File: src/design/mbds_pkg.sv
// ----------------------------------------------------------------------------
// mbds_pkg: shared types and constants of the delimiter splitter
// Beat, configuration and result types, field widths and register indexes.
// ----------------------------------------------------------------------------
package mbds_pkg;

  // limits of the splitter
  localparam int DELIM_MAX = 8;
  localparam int MAX_BYTES = 65536;

  // field widths
  localparam int BYTE_W    = 8;
  localparam int DELIM_W   = 64;
  localparam int LEN_W     = 4;
  localparam int SEG_W     = 16;
  localparam int POS_W     = $clog2(MAX_BYTES + 1);
  localparam int OUT_DW    = 72;
  localparam int CFG_IDX_W = 2;

  // configuration register indexes
  localparam logic [CFG_IDX_W-1:0] CFG_DELIM_BYTES = 2'd0;
  localparam logic [CFG_IDX_W-1:0] CFG_DELIM_LEN   = 2'd1;
  localparam logic [CFG_IDX_W-1:0] CFG_MAX_SEGS    = 2'd2;

  // register reset values
  localparam logic [DELIM_W-1:0] DELIM_BYTES_RST = '0;
  localparam logic [LEN_W-1:0]   DELIM_LEN_RST   = 4'd1;
  localparam logic [SEG_W-1:0]   MAX_SEGS_RST    = 16'hFFFF;

  typedef struct packed {
    logic [BYTE_W-1:0] data_byte;
    logic              is_last;
  } beat_t;

  typedef struct packed {
    logic [DELIM_W-1:0] delim_bytes;
    logic [LEN_W-1:0]   delim_len;
    logic [SEG_W-1:0]   max_segs;
  } cfg_t;

  typedef struct packed {
    logic             segment_valid;
    logic [SEG_W-1:0] segment_index;
    logic [SEG_W-1:0] segment_start;
    logic [POS_W-1:0] segment_end;
    logic             done_res;
    logic             failed;
    logic [SEG_W-1:0] segment_count;
  } result_t;

  // delimiter length in use: zero counts as one, clamp at the maximum
  function automatic logic [LEN_W-1:0] eff_len(input logic [LEN_W-1:0] raw);
    logic [LEN_W-1:0] len;
    len = raw;
    if (len == '0) len = LEN_W'(1);
    if (len > LEN_W'(DELIM_MAX)) len = LEN_W'(DELIM_MAX);
    return len;
  endfunction

  // mask covering the low len bytes of the delimiter word
  function automatic logic [DELIM_W-1:0] byte_mask(input logic [LEN_W-1:0] len);
    logic [DELIM_W-1:0] m;
    m = '0;
    for (int k = 0; k < DELIM_MAX; k++) begin
      if (LEN_W'(k) < len) m[k*BYTE_W +: BYTE_W] = '1;
    end
    return m;
  endfunction

endpackage

File: src/design/mbds_in_stage.sv
// ----------------------------------------------------------------------------
// mbds_in_stage: input register of the splitter
// Holds one input beat until the core takes it; refills in the same cycle.
// ----------------------------------------------------------------------------
module mbds_in_stage (
  input  logic          clk,
  input  logic          rst_n,
  input  logic          in_tvalid,
  output logic          in_tready,
  input  mbds_pkg::beat_t in_beat,
  input  logic          take,
  output logic          beat_valid,
  output mbds_pkg::beat_t beat
);
  import mbds_pkg::*;

  logic  valid_r;
  beat_t beat_r;

  // free when empty or when the held beat leaves this cycle
  assign in_tready  = !valid_r || take;
  assign beat_valid = valid_r;
  assign beat       = beat_r;

  // valid flag
  always_ff @(posedge clk) begin
    if (!rst_n) begin
      valid_r <= 1'b0;
    end else if (in_tready) begin
      valid_r <= in_tvalid;
    end
  end

  // payload
  always_ff @(posedge clk) begin
    if (in_tready && in_tvalid) begin
      beat_r <= in_beat;
    end
  end

endmodule

File: src/design/mbds_core.sv
// ----------------------------------------------------------------------------
// mbds_core: window match, segment bookkeeping and result register
// One beat per cycle unless the result stalls: shifts the byte into the match
// window, compares the newest bytes against the delimiter and closes segments.
// ----------------------------------------------------------------------------
module mbds_core (
  input  logic              clk,
  input  logic              rst_n,
  input  mbds_pkg::cfg_t    cfg,
  input  logic              beat_valid,
  input  mbds_pkg::beat_t   beat,
  output logic              take,
  output logic              res_valid,
  input  logic              res_ready,
  output mbds_pkg::result_t res
);
  import mbds_pkg::*;

  // per-buffer state
  logic [DELIM_W-1:0] win_r,   win_nxt;
  logic [LEN_W-1:0]   bsc_r,   bsc_nxt;
  logic [POS_W-1:0]   pos_r,   pos_nxt;
  logic [POS_W-1:0]   start_r, start_nxt;
  logic [SEG_W-1:0]   segs_r,  segs_nxt;
  logic               ovf_r,   ovf_nxt;

  logic               res_valid_r;
  result_t            res_r, res_nxt;

  logic [LEN_W-1:0]   dlen;
  logic               overrun;
  logic [DELIM_W-1:0] win_shift;
  logic [LEN_W-1:0]   bsc_inc;
  logic [5:0]         shamt;
  logic [DELIM_W-1:0] tail;
  logic [DELIM_W-1:0] mask;
  logic               hit;
  logic [LEN_W-1:0]   bsc_upd;
  logic [POS_W-1:0]   pos_upd;
  logic               tail_open;
  logic               tail_seg;
  logic               seg;
  logic               emit;

  // beat leaves the input stage when the result register can take it
  assign take      = beat_valid && (!res_valid_r || res_ready);
  assign res_valid = res_valid_r;
  assign res       = res_r;

  // window compare
  assign dlen      = eff_len(cfg.delim_len);
  assign overrun   = (pos_r >= POS_W'(MAX_BYTES)) || (segs_r >= cfg.max_segs);
  assign win_shift = {beat.data_byte, win_r[DELIM_W-1:BYTE_W]};
  assign bsc_inc   = (bsc_r < LEN_W'(DELIM_MAX)) ? bsc_r + LEN_W'(1) : bsc_r;
  assign shamt     = {3'((LEN_W'(DELIM_MAX) - dlen)), 3'b000};
  assign tail      = win_shift >> shamt;
  assign mask      = byte_mask(dlen);
  assign hit       = !overrun && (bsc_inc >= dlen)
                     && ((tail & mask) == (cfg.delim_bytes & mask));

  // position and cut counter after this byte
  assign bsc_upd   = overrun ? bsc_r : (hit ? '0 : bsc_inc);
  assign pos_upd   = overrun ? pos_r : pos_r + POS_W'(1);

  // last byte closes any open segment, if the limit allows
  assign tail_open = beat.is_last && !hit && (bsc_upd != '0);
  assign tail_seg  = tail_open && (segs_r < cfg.max_segs);
  assign seg       = hit || tail_seg;
  assign emit      = seg || beat.is_last;

  // next state and result
  always_comb begin
    win_nxt   = win_r;
    bsc_nxt   = bsc_upd;
    pos_nxt   = pos_upd;
    start_nxt = start_r;
    segs_nxt  = segs_r + SEG_W'(seg);
    ovf_nxt   = ovf_r || overrun || (tail_open && !tail_seg);
    if (!overrun) begin
      win_nxt = hit ? '0 : win_shift;
      if (hit) start_nxt = pos_r + POS_W'(1);
    end

    res_nxt = '0;
    if (seg) begin
      res_nxt.segment_valid = 1'b1;
      res_nxt.segment_index = segs_r;
      res_nxt.segment_start = start_r[SEG_W-1:0];
      res_nxt.segment_end   = hit ? pos_r + POS_W'(1) - POS_W'(dlen) : pos_upd;
    end
    if (beat.is_last) begin
      res_nxt.done_res      = 1'b1;
      res_nxt.failed        = ovf_nxt;
      res_nxt.segment_count = segs_nxt;
      win_nxt   = '0;
      bsc_nxt   = '0;
      pos_nxt   = '0;
      start_nxt = '0;
      segs_nxt  = '0;
      ovf_nxt   = 1'b0;
    end
  end

  // state registers
  always_ff @(posedge clk) begin
    if (!rst_n) begin
      win_r   <= '0;
      bsc_r   <= '0;
      pos_r   <= '0;
      start_r <= '0;
      segs_r  <= '0;
      ovf_r   <= 1'b0;
    end else if (take) begin
      win_r   <= win_nxt;
      bsc_r   <= bsc_nxt;
      pos_r   <= pos_nxt;
      start_r <= start_nxt;
      segs_r  <= segs_nxt;
      ovf_r   <= ovf_nxt;
    end
  end

  // result valid
  always_ff @(posedge clk) begin
    if (!rst_n) begin
      res_valid_r <= 1'b0;
    end else if (take) begin
      res_valid_r <= emit;
    end else if (res_ready) begin
      res_valid_r <= 1'b0;
    end
  end

  // result payload
  always_ff @(posedge clk) begin
    if (take && emit) begin
      res_r <= res_nxt;
    end
  end

endmodule

File: src/design/multi_byte_delimiter_splitter.sv
// ----------------------------------------------------------------------------
// multi_byte_delimiter_splitter: cuts a byte stream at a 1 to 8 byte delimiter
//
//   channel  dir  beat content
//   in_*     in   one byte of the buffer, tlast on the final byte
//   out_*    out  closed segment (tuser) and/or buffer summary (tlast)
//   cfg_*    in   register write: delimiter bytes, length, segment limit
//
// One byte per cycle unless the result stalls; a byte passes first through
// the input register and then through the window compare into the result
// register. Reset clears the configuration to its defaults and the buffer
// state. A stalled result holds the byte behind it in the input register.
// ----------------------------------------------------------------------------
module multi_byte_delimiter_splitter (
  input  logic                            clk,
  input  logic                            rst_n,
  // input stream
  input  logic                            in_tvalid,
  output logic                            in_tready,
  input  logic [mbds_pkg::BYTE_W-1:0]     in_tdata,   // data_byte
  input  logic                            in_tlast,   // is_last
  // result stream
  output logic                            out_tvalid,
  input  logic                            out_tready,
  // segment_index, segment_start, segment_end, failed, segment_count, zeros
  output logic [mbds_pkg::OUT_DW-1:0]     out_tdata,
  output logic                            out_tuser,  // segment_valid
  output logic                            out_tlast,  // done_res
  // configuration writes
  input  logic                            cfg_we,
  input  logic [mbds_pkg::CFG_IDX_W-1:0]  cfg_index,
  input  logic [mbds_pkg::DELIM_W-1:0]    cfg_wdata
);
  import mbds_pkg::*;

  cfg_t    cfg_r;
  beat_t   in_beat;
  beat_t   beat;
  logic    beat_valid;
  logic    take;
  result_t res;

  // configuration registers
  always_ff @(posedge clk) begin
    if (!rst_n) begin
      cfg_r.delim_bytes <= DELIM_BYTES_RST;
      cfg_r.delim_len   <= DELIM_LEN_RST;
      cfg_r.max_segs    <= MAX_SEGS_RST;
    end else if (cfg_we) begin
      case (cfg_index)
        CFG_DELIM_BYTES: cfg_r.delim_bytes <= cfg_wdata;
        CFG_DELIM_LEN:   cfg_r.delim_len   <= cfg_wdata[LEN_W-1:0];
        CFG_MAX_SEGS:    cfg_r.max_segs    <= cfg_wdata[SEG_W-1:0];
        default: ;
      endcase
    end
  end

  assign in_beat.data_byte = in_tdata;
  assign in_beat.is_last   = in_tlast;

  mbds_in_stage u_in_stage (
    .clk        (clk),
    .rst_n      (rst_n),
    .in_tvalid  (in_tvalid),
    .in_tready  (in_tready),
    .in_beat    (in_beat),
    .take       (take),
    .beat_valid (beat_valid),
    .beat       (beat)
  );

  mbds_core u_core (
    .clk        (clk),
    .rst_n      (rst_n),
    .cfg        (cfg_r),
    .beat_valid (beat_valid),
    .beat       (beat),
    .take       (take),
    .res_valid  (out_tvalid),
    .res_ready  (out_tready),
    .res        (res)
  );

  // result beat packing
  assign out_tuser = res.segment_valid;
  assign out_tlast = res.done_res;
  assign out_tdata = {6'b0, res.segment_count, res.failed, res.segment_end,
                      res.segment_start, res.segment_index};

endmodule

File: config.mk
export PLATFORM = sky130hd
export DESIGN_NAME = multi_byte_delimiter_splitter
export DESIGN_NICKNAME = d
export VERILOG_FILES = /design/src/design/mbds_pkg.sv /design/src/design/mbds_in_stage.sv /design/src/design/mbds_core.sv /design/src/design/multi_byte_delimiter_splitter.sv
export SDC_FILE = /design/constraint.sdc
export NUM_CORES = 1
export LEC_CHECK = 0
export BUFFER_PORTS_ARGS = -buffer_cell sky130_fd_sc_hd__clkbuf_2
export CORE_MARGIN = 4
export CORE_UTILIZATION = 46
export CTS_BUF_LIST = sky130_fd_sc_hd__clkbuf_16
export DETAILED_ROUTE_END_ITERATION = 6
export GPL_TIMING_DRIVEN = 0
export PLACE_DENSITY_LB_ADDON = 0.25
export SETUP_SLACK_MARGIN = 0.3
export SLEW_MARGIN = 0
export SYNTH_ARGS = -nofsm -noshare
export SYNTH_HDL_FRONTEND = slang
export SYNTH_SLANG_ARGS = --single-unit
export TNS_END_PERCENT = 30
File: constraint.sdc
create_clock -name clk -period 11.04 [get_ports clk]
set_input_delay 1.656 -clock clk [delete_from_list [all_inputs] [get_ports clk]]
set_output_delay 1.656 -clock clk [all_outputs]
set_load 0.01 [all_outputs]
After elaboration in Yosys (flattened, before gate mapping)
Index checks and enable logic that the tools add are counted.

storage, ports and cells
  input port bits = 80
  logic and storage cells = 106
  output and inout port bits = 76
  register bits after elaboration = 281

cells by class
  bitwise logic cells = 2
  shift-type cells = 1
  reductions and logical operators = 31
  muxes and demuxes = 29
  order comparisons = 14
  equality and inequality tests = 4
  add/subtract/negate cells = 5

operator list
  kind                     number
  $mux W64                 3
  $and A64 B64 Y64         2
  $eq A64 B64 Y1           1
  $mux W16                 4
  $mux W8                  8
  $shr A64 B6 Y64          1
  $mux W17                 3
  $mux W50                 1
  $mux W4                  6
  $mux W18                 1
  $add A17 B1 Y17 const B  1
  $ge A17 B17 Y1 const B   1
  $sub A17 B4 Y17          1
  $add A16 B1 Y16          1
  $ge A16 B16 Y1           1
  $lt A16 B16 Y1           1
  $lt A3 B4 Y1 const A     4
  $logic_and A1 B1 Y1      9
  $lt A1 B4 Y1 const A     2
  $lt A2 B4 Y1 const A     2
  $reduce_and A2 Y1        4
  $logic_or A1 B1 Y1       7
  $logic_not A1 Y1         5
  $add A4 B1 Y4 const B    1
  13 further kinds         16

Logic depth before layout (Yosys ltp)
  word-level depth = 18
  mapped depth = 30
  mapped depth without buffers = 22

Hierarchy
A second synthesis with hierarchy kept.

second synthesis, totals
  cell total of the unflattened synthesis = 1623
  area total of the unflattened synthesis = 15346.0 um^2

by module, submodules not included
  module                         area an instance (um^2)  instances  cells an instance  sequential area each (um^2)
  mbds_core                      11428.5                  1          1236               4264.1
  multi_byte_delimiter_splitter  3589.7                   1          373                1681.6
  mbds_in_stage                  327.8                    1          14                 290.3

Worst setup path after synthesis
No wires, ideal clock.

  kind = register -> register
  start = reg cfg_r[19] (netlist name)
  end = reg u_core.res_r (netlist bit u_core.res[0]), enable pin
  stages on the path, launching flop included = 20
  buffers on the path = 8
  required time = 10524 ps
  clock period less this slack = 8403 ps
  path slack = 2637 ps
  setup time = 516 ps
  arrival time = 7887 ps
  cell sequence = dfxtp_1 -> inv_2 -> clkbuf_1 -> clkbuf_1 -> buf_1 -> nand2_1 -> ha_1 -> clkbuf_1 -> inv_1 -> clkbuf_1 -> mux4_2 -> xnor2_1 -> nor4_1 -> o2111ai_1 -> nor4_1 -> o2111ai_1 -> buf_2 -> buf_2 -> buf_2 -> a21oi_1

between the ends
  word-level cells in the longest chain between the ends = 17
  elaborated cells between the ends (all ways) = 38
  those cells by class = add/sub: 1; order compare: 10; eq/ne: 1; shift: 1; mux: 12; bitwise: 2; reduce/logical: 11

ends and longest elaborated chain
  element                                      line                                 source
  start: declaration                           multi_byte_delimiter_splitter.sv:36  cfg_t cfg_r;
  $logic_not A4 Y1                             mbds_pkg.sv:55                       if (len == '0) len = LEN_W'(1);
  $mux W4 (*)                                  mbds_pkg.sv:55
  $gt A4 B4 Y1                                 mbds_pkg.sv:56                       if (len > LEN_W'(DELIM_MAX)) len = LEN_W'(DELIM_MAX);
  $mux W4 (*)                                  mbds_pkg.sv:56
  $sub A1 B3 Y3, or another cell as far along  mbds_core.sv:55                      assign shamt = {3'((LEN_W'(DELIM_MAX) - dlen)), 3'b000};
  $shr A64 B6 Y64 or $mux W8 (tied branches)   mbds_core.sv:56, mbds_pkg.sv:65
  $and A64 B64 Y64                             mbds_core.sv:59                      && ((tail & mask) == (cfg.delim_bytes & mask));
  $eq A64 B64 Y1                               mbds_core.sv:59
  $logic_and A1 B1 Y1 (*)                      mbds_core.sv:59
  $mux W4 (2 in a row)                         mbds_core.sv:62                      assign bsc_upd = overrun ? bsc_r : (hit ? '0 : bsc_inc);
  $reduce_bool A4 Y1                           mbds_core.sv:66                      assign tail_open = beat.is_last && !hit && (bsc_upd != '0);
  $logic_and A1 B1 Y1                          mbds_core.sv:66
  $logic_and A1 B1 Y1                          mbds_core.sv:67                      assign tail_seg = tail_open && (segs_r < cfg.max_segs);
  $logic_or A1 B1 Y1 (*)                       mbds_core.sv:68                      assign seg = hit || tail_seg;
  $logic_or A1 B1 Y1 (*)                       mbds_core.sv:69                      assign emit = seg || beat.is_last;
  $logic_and A1 B1 Y1 (*)                      mbds_core.sv:136                     if (take && emit) begin
  end signal: assignment                       mbds_core.sv:137                     res_r <= res_nxt;
  end: declaration                             mbds_core.sv:28                      result_t res_r, res_nxt;

Mark *: on every way between the ends. The rest lies on a longest branch, timed or not.
A chain may end at the register's enable or synchronous reset.

Final worst setup path
  start = reg cfg_r[19] (netlist name)
  end = reg u_core.segs_r[14]

between the ends
  word-level cells in the longest chain between the ends = 17
  elaborated cells between the ends (all ways) = 38
  those cells by class = add/sub: 2; order compare: 10; eq/ne: 1; shift: 1; mux: 13; bitwise: 2; reduce/logical: 9

ends and longest elaborated chain
  element                                      line                             source
  $logic_not A4 Y1                             mbds_pkg.sv:55
  $mux W4 (*)                                  mbds_pkg.sv:55
  $gt A4 B4 Y1                                 mbds_pkg.sv:56
  $mux W4 (*)                                  mbds_pkg.sv:56
  $sub A1 B3 Y3, or another cell as far along  mbds_core.sv:55
  $shr A64 B6 Y64 or $mux W8 (tied branches)   mbds_core.sv:56, mbds_pkg.sv:65
  $and A64 B64 Y64                             mbds_core.sv:59
  $eq A64 B64 Y1                               mbds_core.sv:59
  $logic_and A1 B1 Y1 (*)                      mbds_core.sv:59
  $mux W4 (2 in a row)                         mbds_core.sv:62
  $reduce_bool A4 Y1                           mbds_core.sv:66
  $logic_and A1 B1 Y1                          mbds_core.sv:66
  $logic_and A1 B1 Y1                          mbds_core.sv:67
  $logic_or A1 B1 Y1 (*)                       mbds_core.sv:68
  net u_core.seg                               mbds_core.sv:42                  logic seg;
  $add A16 B1 Y16 (*)                          mbds_core.sv:77                  segs_nxt = segs_r + SEG_W'(seg);
  $mux W16 (*)                                 mbds_core.sv:91                  if (beat.is_last) begin
  end signal: assignment                       mbds_core.sv:118                 segs_r <= segs_nxt;
  end: declaration                             mbds_core.sv:24                  logic [SEG_W-1:0] segs_r, segs_nxt;

Mark *: on every way through the listed nets, which the timed path passes. The rest lies on a longest branch.

==> impl_metrics.tcl <==
set metrics [dict create \
    status "complete, no violations" \
    grt_pass1_vias 13200 \
    final_cell_mix "273 x nand2_1, 196 x dfxtp_1, 191 x a21oi_1" \
    ir_drop_uv 104 \
    synthArstFlopShare 0 \
    p_switching_mw 0.642 \
    coreArea_um2 31800 \
    min_period_over_period 0.873 \
    route.met2.wl_um 22400 \
    start_kind "register" \
    drt-wirelength-per-cell_um 20.5 \
    rr_endpoint "u_core.segs_r[14]$_SDFFE_PN0P_" \
    final_max_slew_viol_count 0 \
    placed_cell_area_um2 16300 \
    cp_top_family "buffers and inverters" \
    vias 14200 \
    hold-path-endpoint "u_core.win_r[9]$_SDFFE_PN0P_" \
    numCtsBuffers 31 \
    clockPowerShare 0.447 \
    io_pins 156 \
    clk_pin_slew_ns 0.06 \
    rows 65 \
    hpwl_um 38100 \
    rrSetupSlack_ns 1.41 \
    total_power_mw 2.41 \
    combPwrFrac 0.111 \
    layout.cells.non_filler 2455 \
    report.final.setup_viol 0 \
    dieArea_um2 35400 \
    die_h_um 188 \
    rr_worst_depth 27 \
    synth_cell_types 79 \
    dp_slack_ns 1.84 \
    period_needed_ns 9.63 \
    antenna_left 0 \
    setup_ws_ns 1.41 \
    synth_edf_count 77 \
    worst_pin_slew_ns 0.984 \
    postSynthRegisterBits 273 \
    drc_errors 0 \
    finalNetCount 2107 \
    p_per_area_nw_per_um2 139 \
    groute.usage.overall 0.273 \
    postSynthCellCount 1807 \
    grt_overflow_total 0 \
    initial_core_util 0.470 \
    diodes 0 \
    htree_levels 1 \
    p_int_mw 1.77 \
    die_w_um 188 \
    holdPathStages 2 \
    avgSynthCellArea_um2 8.27 \
    layout_commonest_cell "nand2_1" \
    cpMostUsedCell "clkbuf_1" \
    drt_iter0_drc 1488 \
    r2r-start "cfg_r[19]$_SDFFE_PN0P_" \
    met3RoutedLength_um 4220 \
    yosys_warnings 0 \
    fin_area_um2 17400 \
    drive_above_1_share 0.131 \
    fin_hold_ws_ns 0.454 \
    cts_tree "built" \
    p_leak_nw 6.44 \
    slowest_stage "buf_1" \
    required_ns 11.49 \
    cp-startpoint "cfg_r[19]$_SDFFE_PN0P_" \
    slowest_delay_ns 0.70 \
    highest_layer "met4" \
    drt-total-wl_um 50400 \
    maxCapViolCount 0 \
    clockBufferDepth 3 \
    wl_met1_um 21400 \
    hold_viol 0 \
    crit_arrival_ns 10.09 \
    hold_start "u_core.win_r[9]$_SDFFE_PN0P_" \
    grt_max_degree 34 \
    endpoint_kind "register" \
    cts_root_buf "clkbuf_16" \
    yosysSeqAreaShare 0.417 \
    hold_class "reg -> reg" \
    worstSkewPairLatency_ns 0.59 \
    syn2layout_area_growth_pct 16.3 \
    dp.cells 2397 \
    postCtsHoldBufs 0 \
    pwr-share-seq 0.442 \
    syn-cell-area_um2 14900 \
    antenna_found_initial 0 \
    synth_ff_type "dfxtp_1" \
    clock.fmax_mhz 104 \
    ctsResizeCount 0 \
    cts_sinks 273 \
    cp_max_fo 11 \
    crit_buf_inv 10 \
    post-cts-setup-buffers 0 \
    rsz0062_at_grt "false" \
    viasPerCell 5.80 \
    path_class "reg -> reg" \
    routabilityCongestion 1.02 \
    grt_pass1_wl_um 76900 \
    relSlewSlack 0.344 \
    sw_frac_of_total 0.266 \
    worst_clock_skew_ns 0.0169 \
    drt_pass1_iterations 6 \
    port_buffers 148 \
]
through the flow:
step            util  TNS [ns]
2_1_floorplan      -         0
3_3_place_gp   0.511    -57.39
3_5_place_dp   0.513         0
4_1_cts        0.547         0
5_1_grt        0.547         0
6_report       0.547         0
metal layers:
layer	vias up	global-route usage
met2	733	0.437
met5	-	0
li1	6737	-
met1	6633	0.367
met4	0	0.115
met3	136	0.0446
Yosys cell counts (21+ instances only):
cell type,n,share of area
o21ai_0,136,0.046
and2_1,43,0.018
nand4_1,21,0.0088
edfxtp_1,77,0.15
a21oi_1,192,0.064
o211ai_1,38,0.019
inv_1,90,0.023
nand2_1,273,0.069
clkbuf_1,106,0.027
nand3_1,77,0.026
xnor2_1,64,0.037
xor2_1,33,0.019
ha_1,31,0.026
dfxtp_1,196,0.26
nor2_1,104,0.026
flip-flops by register name, indices dropped and copies added, names as in the netlist:
name                   flops
cfg_r                     84
u_core.res                68
u_core.win_r              56
u_core.pos_r              17
u_core.segs_r             16
u_core.start_r            16
u_in_stage.beat            9
u_core.bsc_r               4
u_core.ovf_r               1
u_core.res_valid           1
u_in_stage.beat_valid      1
kinds of logic after synthesis:
kind of cell / count (synthesis) / synth area share
flip-flops: 273 / 0.417
AO/OA/AOI/OAI: 499 / 0.200
AND/OR/NAND/NOR: 632 / 0.197
XOR/XNOR: 99 / 0.0598
buffers and inverters: 235 / 0.0629
other: 1 / 0.000251
multiplexers: 36 / 0.0363
adder cells (fa/ha/maj): 32 / 0.0273
how the worst max path moves through the flow:
stage                                     end  cells after the start
6_report       u_core.segs_r[14]$_SDFFE_PN0P_                     27
5_1_grt        u_core.segs_r[14]$_SDFFE_PN0P_                     27
4_1_cts        u_core.segs_r[14]$_SDFFE_PN0P_                     27
3_5_place_dp   u_core.segs_r[14]$_SDFFE_PN0P_                     27
3_3_place_gp     u_core.res[26]$_SDFFCE_PP0P_                     19
2_1_floorplan     u_core.res[0]$_SDFFCE_PN0P_                     19
power by group through the flow:
stage / logic [mW] / clock network [mW] / registers (mW)
4_1_cts: 0.263 / 1.09 / 1.07
5_1_grt: 0.288 / 1.12 / 1.07
2_1_floorplan: 0.161 / 0 / 1.08
3_3_place_gp: 0.256 / 0 / 1.09
3_5_place_dp: 0.262 / 0 / 1.09
6_report: 0.269 / 1.08 / 1.07
tightest hold or removal path, cell delays in order, from the launching register on:
cell and delay, ns:
dfxtp_1 0.32, nand2_1 0.04, o21ai_0 0.05
final cells by class:
cell class              instances  area [um^2]
plain buffers                 141          587
clock buffers                  31          776
clock inverters                27          293
fillers                      2981        14400
inverters                      94          353
multi-input cells            1304         7800
flip-flops and latches        273         6240
well taps                     435          544
repair buffers                150          788
Note: power is estimated with default switching activity, not from simulation.
